[src/rtl/gb5_out_fifo.sv]
// Small result queue between the arithmetic pipeline and the result channel.
// Standalone; no package items used.
`default_nettype none

module gb5_out_fifo #(
   parameter int DEPTH = 8,
   parameter int WIDTH = 17
) (
   input  wire logic                       clock,
   input  wire logic                       reset,
   input  wire logic                       push,
   input  wire logic [WIDTH-1:0]           push_data,
   input  wire logic                       pop,
   output logic                            out_valid,
   output logic [WIDTH-1:0]                out_data,
   output logic [$clog2(DEPTH+1)-1:0]      count
);

   localparam int PW = $clog2(DEPTH);
   localparam int CW = $clog2(DEPTH + 1);

   logic [WIDTH-1:0] store_ff [DEPTH];
   logic [PW-1:0]    wr_ptr_ff, wr_ptr_in;
   logic [PW-1:0]    rd_ptr_ff, rd_ptr_in;
   logic [CW-1:0]    count_ff, count_in;

   always_comb begin
      wr_ptr_in = wr_ptr_ff;
      rd_ptr_in = rd_ptr_ff;
      count_in  = count_ff;
      if (push) begin
         wr_ptr_in = (wr_ptr_ff == PW'(DEPTH - 1)) ? '0 : wr_ptr_ff + PW'(1);
      end
      if (pop) begin
         rd_ptr_in = (rd_ptr_ff == PW'(DEPTH - 1)) ? '0 : rd_ptr_ff + PW'(1);
      end
      if (push && !pop) begin
         count_in = count_ff + CW'(1);
      end else if (pop && !push) begin
         count_in = count_ff - CW'(1);
      end
   end

   always_ff @(posedge clock) begin
      if (push) begin
         store_ff[wr_ptr_ff] <= push_data;
      end
   end

   always_ff @(posedge clock) begin
      if (reset) begin
         wr_ptr_ff <= '0;
         rd_ptr_ff <= '0;
         count_ff  <= '0;
      end else begin
         wr_ptr_ff <= wr_ptr_in;
         rd_ptr_ff <= rd_ptr_in;
         count_ff  <= count_in;
      end
   end

   assign out_valid = (count_ff != '0);
   assign out_data  = store_ff[rd_ptr_ff];
   assign count     = count_ff;

endmodule

`default_nettype wire

[config.mk]
export PLATFORM = sky130hd
export DESIGN_NAME = gb5_out_fifo
export DESIGN_NICKNAME = d
export VERILOG_FILES = /design/src/rtl/gb5_out_fifo.sv
export SDC_FILE = /design/constraint.sdc
export NUM_CORES = 1
export LEC_CHECK = 0
export BUFFER_PORTS_ARGS = -buffer_cell sky130_fd_sc_hd__buf_2
export CORE_MARGIN = 5
export CORE_UTILIZATION = 59
export DETAILED_ROUTE_END_ITERATION = 6
export PLACE_DENSITY_LB_ADDON = 0.12
export SLEW_MARGIN = 20
export SYNTH_ARGS = -nofsm -noshare
export SYNTH_HDL_FRONTEND = slang
export SYNTH_SLANG_ARGS = --single-unit
[constraint.sdc]
create_clock -name clock -period 2.53 [get_ports clock]
set_input_delay 0.253 -clock clock [delete_from_list [all_inputs] [get_ports clock]]
set_output_delay 0.253 -clock clock [all_outputs]
set_load 0.05 [all_outputs]
==> flow_summary.json <==
{
  "crit_family": "multiplexers",
  "die_x_um": 109,
  "dr.pass1.iters": 4,
  "start_util": 0.600,
  "synthToLayoutAreaGrowth_pct": 21.1,
  "synth-warning-count": 0,
  "fin_tns_setup_ns": 0,
  "critPathCaptureType": "primary output",
  "cts_buffers": 17,
  "critPathKind": "register to primary output",
  "p_leak_nw": 2.48,
  "irDropWorstVdd_mv": 0.558,
  "ys_seq_area_frac": 0.744,
  "cp_slowest_cell": "mux4_1",
  "holdPathStages": 1,
  "worstPathRequired_ns": 2.28,
  "yosysTopAreaCell": "edfxtp_1",
  "remaining_drc_errors": 0,
  "wl_um": 10100,
  "ys_seq_elements": 149,
  "portBuffers": 42,
  "drv_cap": 0,
  "worstSkewPairLatency_ns": 0.52,
  "yosysUniqueCellTypes": 25,
  "synth_top_area_share": 0.700,
  "timing.hold.ws_ns": 0.0251,
  "crit_path_max_fanout": 18,
  "fmax_ghz": 0.412,
  "drive_above_1_share": 0.332,
  "syn_inst": 271,
  "rsz0062_at_grt": "false",
  "pwr_density_cell_mw_per_mm2": 817,
  "synth_area_leaders": "edfxtp_1 70%, mux4_1 11%, dfxtp_1 4.5%, mux4_2 3.9%, mux2_2 3.5%",
  "wl_per_cell_um": 20.1,
  "die_h_um": 109,
  "gp_congestion": 0.708,
  "status": "completed",
  "via_per_inst": 5.58,
  "dp_hpwl_um": 6150,
  "finalSetupViolCount": 0,
  "tightest_slew_ns": 0.553,
  "cp_num_buf_inv": 2,
  "dieArea_mm2": 0.0120,
  "synth-edff-count": 136,
  "grt_max_degree": 19,
  "antenna_left": 0,
  "cpPeakStageDelay_ns": 0.57,
  "hold_path.class": "input pin to register",
  "syn_area_per_cell_um2": 21.5,
  "numClockSinks": 149,
  "cp.depth": 4,
  "dp_cells": 451,
  "cts-root-buf": "clkbuf_8",
  "grt_pass1_wl_um": 15800,
  "cp_cell_sequence": "buf_12, mux4_1, mux2_2, buf_2",
  "cp-start-kind": "register",
  "synth_ff_type": "edfxtp_1",
  "yosysMostFrequentCell": "edfxtp_1",
  "hold_viol": 0,
  "rows": 36,
  "clk_pin_slew_worst_paths_ns": 0.06,
  "drt_iter0_drc": 102,
  "async_reset_ff_frac": 0,
  "overflow": 0,
  "synthTopCellsByCount": "136 x edfxtp_1, 24 x mux4_1, 21 x nor2_1",
  "cp.arrival_ns": 2.17,
  "reg2reg_depth": 3,
  "syn-num-nets": 300,
  "power_mw": 5.77,
  "grt_pass1_vias": 2915,
  "slew_headroom": 0.630,
  "final_util": 0.726,
  "n_antenna_cell": 0,
  "cts_tree": "yes",
  "final.min_clock_period_ns": 2.43,
  "track_usage": 0.188,
  "drv_slew": 0,
  "clock_skew_ns": 0.0101,
  "fillers": 609,
  "antenna_found_initial": 0,
  "fin_cells": 500,
  "netlist_area_mm2": 0.00584,
  "core_mm2": 0.00973,
  "htreeDepth": 4,
  "clk_path_buf_depth": 2,
  "io_pins": 43,
  "period_share": 0.959,
  "final_nets": 383,
  "num_vias": 2790
}
-- what timing repair did --
item,4_1_cts,5_1_grt
hold buffers,15,0
resized for setup,3,0
buffers inserted,2,0
hold endpoints to repair,110,0
setup endpoints to repair,14,0
-- flip-flops by register name, summed over array words and instances, names as in the netlist, named ones only --
signal / flops
wr_ptr_ff: 3
rd_ptr_ff: 3
store_ff: 136
count: 4
-- through the flow --
stage | instance area, um^2 | setup slack (ns)
global route | 7070 | 0.00647
global placement | 6320 | 0.458
finish | 7070 | 0.103
detailed placement | 6320 | 0.428
floorplan | 5840 | 0.400
CTS | 7070 | 0.0587
-- worst paths after layout --
path | start | to | slack [ns]
setup reg to reg | wr_ptr_ff[2] | store_ff[3][11] | 0.90
setup / recovery | register | out_data[0] | 0.10
hold / removal | push_data[5] | store_ff[0][5] | 0.03
hold reg to reg | rd_ptr_ff[2] | register | 0.54
-- area by class of cell --
type | instances | area (um^2) | share of cell area
multi-input cells | 107 | 1410 | 0.200
flip-flops and latches | 149 | 4350 | 0.615
well taps | 133 | 166 | 0.0235
repair buffers | 76 | 557 | 0.0788
inverters | 3 | 11.3 | 0.00159
clock buffers | 19 | 422 | 0.0597
clock inverters | 13 | 149 | 0.0211
-- routing by layer --
layer	wire, um	global-route usage	up-vias	part of all wire
li1	-	-	1294	-
met1	4400	0.244	1418	0.44
met2	5130	0.306	68	0.51
met3	424	0.0493	10	0.042
met4	108	0.0730	0	0.011
met5	0	0	-	0
-- cell usage in the layout, fill, tap and decap left out --
cell,count
a211oi_1,1
a21oi_1,6
a31oi_1,1
buf_12,4
buf_2,42
buf_4,14
buf_6,1
bufinv_16,2
clkbuf_1,2
clkbuf_16,16
clkbuf_8,1
clkinv_1,1
clkinv_4,2
clkinvlp_4,4
dfxtp_1,11
dfxtp_2,1
dfxtp_4,1
dlygate4sd3_1,15
edfxtp_1,136
fa_1,1
ha_1,7
inv_1,3
inv_6,3
inv_8,1
mux2_2,18
mux2i_1,3
mux4_1,24
mux4_2,10
nand2_1,4
nand2b_1,3
nand3_1,1
nor2_1,21
nor2b_1,1
nor3_1,1
nor3_2,2
or4_1,1
xnor2_1,1
xor2_1,1
-- worst reg2reg max path, cell delays in order, from the launching register on --
cell	delay (ns)
dfxtp_1	0.39
nand2b_1	0.19
nor2_1	0.38
buf_4	0.35
-- power breakdown --
| group | switching [mW] | leakage, nW | internal, mW |
|---|---|---|---|
| combinational | 0.374 | 0.868 | 0.228 |
| sequential | 0.0355 | 1.34 | 2.75 |
| clock | 0.967 | 0.265 | 1.42 |
| total | 1.38 | 2.48 | 4.40 |
-- cells by family after synthesis --
group	after synthesis	synth area share
AOI/OAI and AO/OA	8	0.00750
xor gates and xnor gates	2	0.00300
adders and majority gates	8	0.0184
buffers and inverters	15	0.0152
DFF	149	0.744
muxes	55	0.186
and+or+nand+nor	34	0.0251
Power figures use the tool's default switching activity.
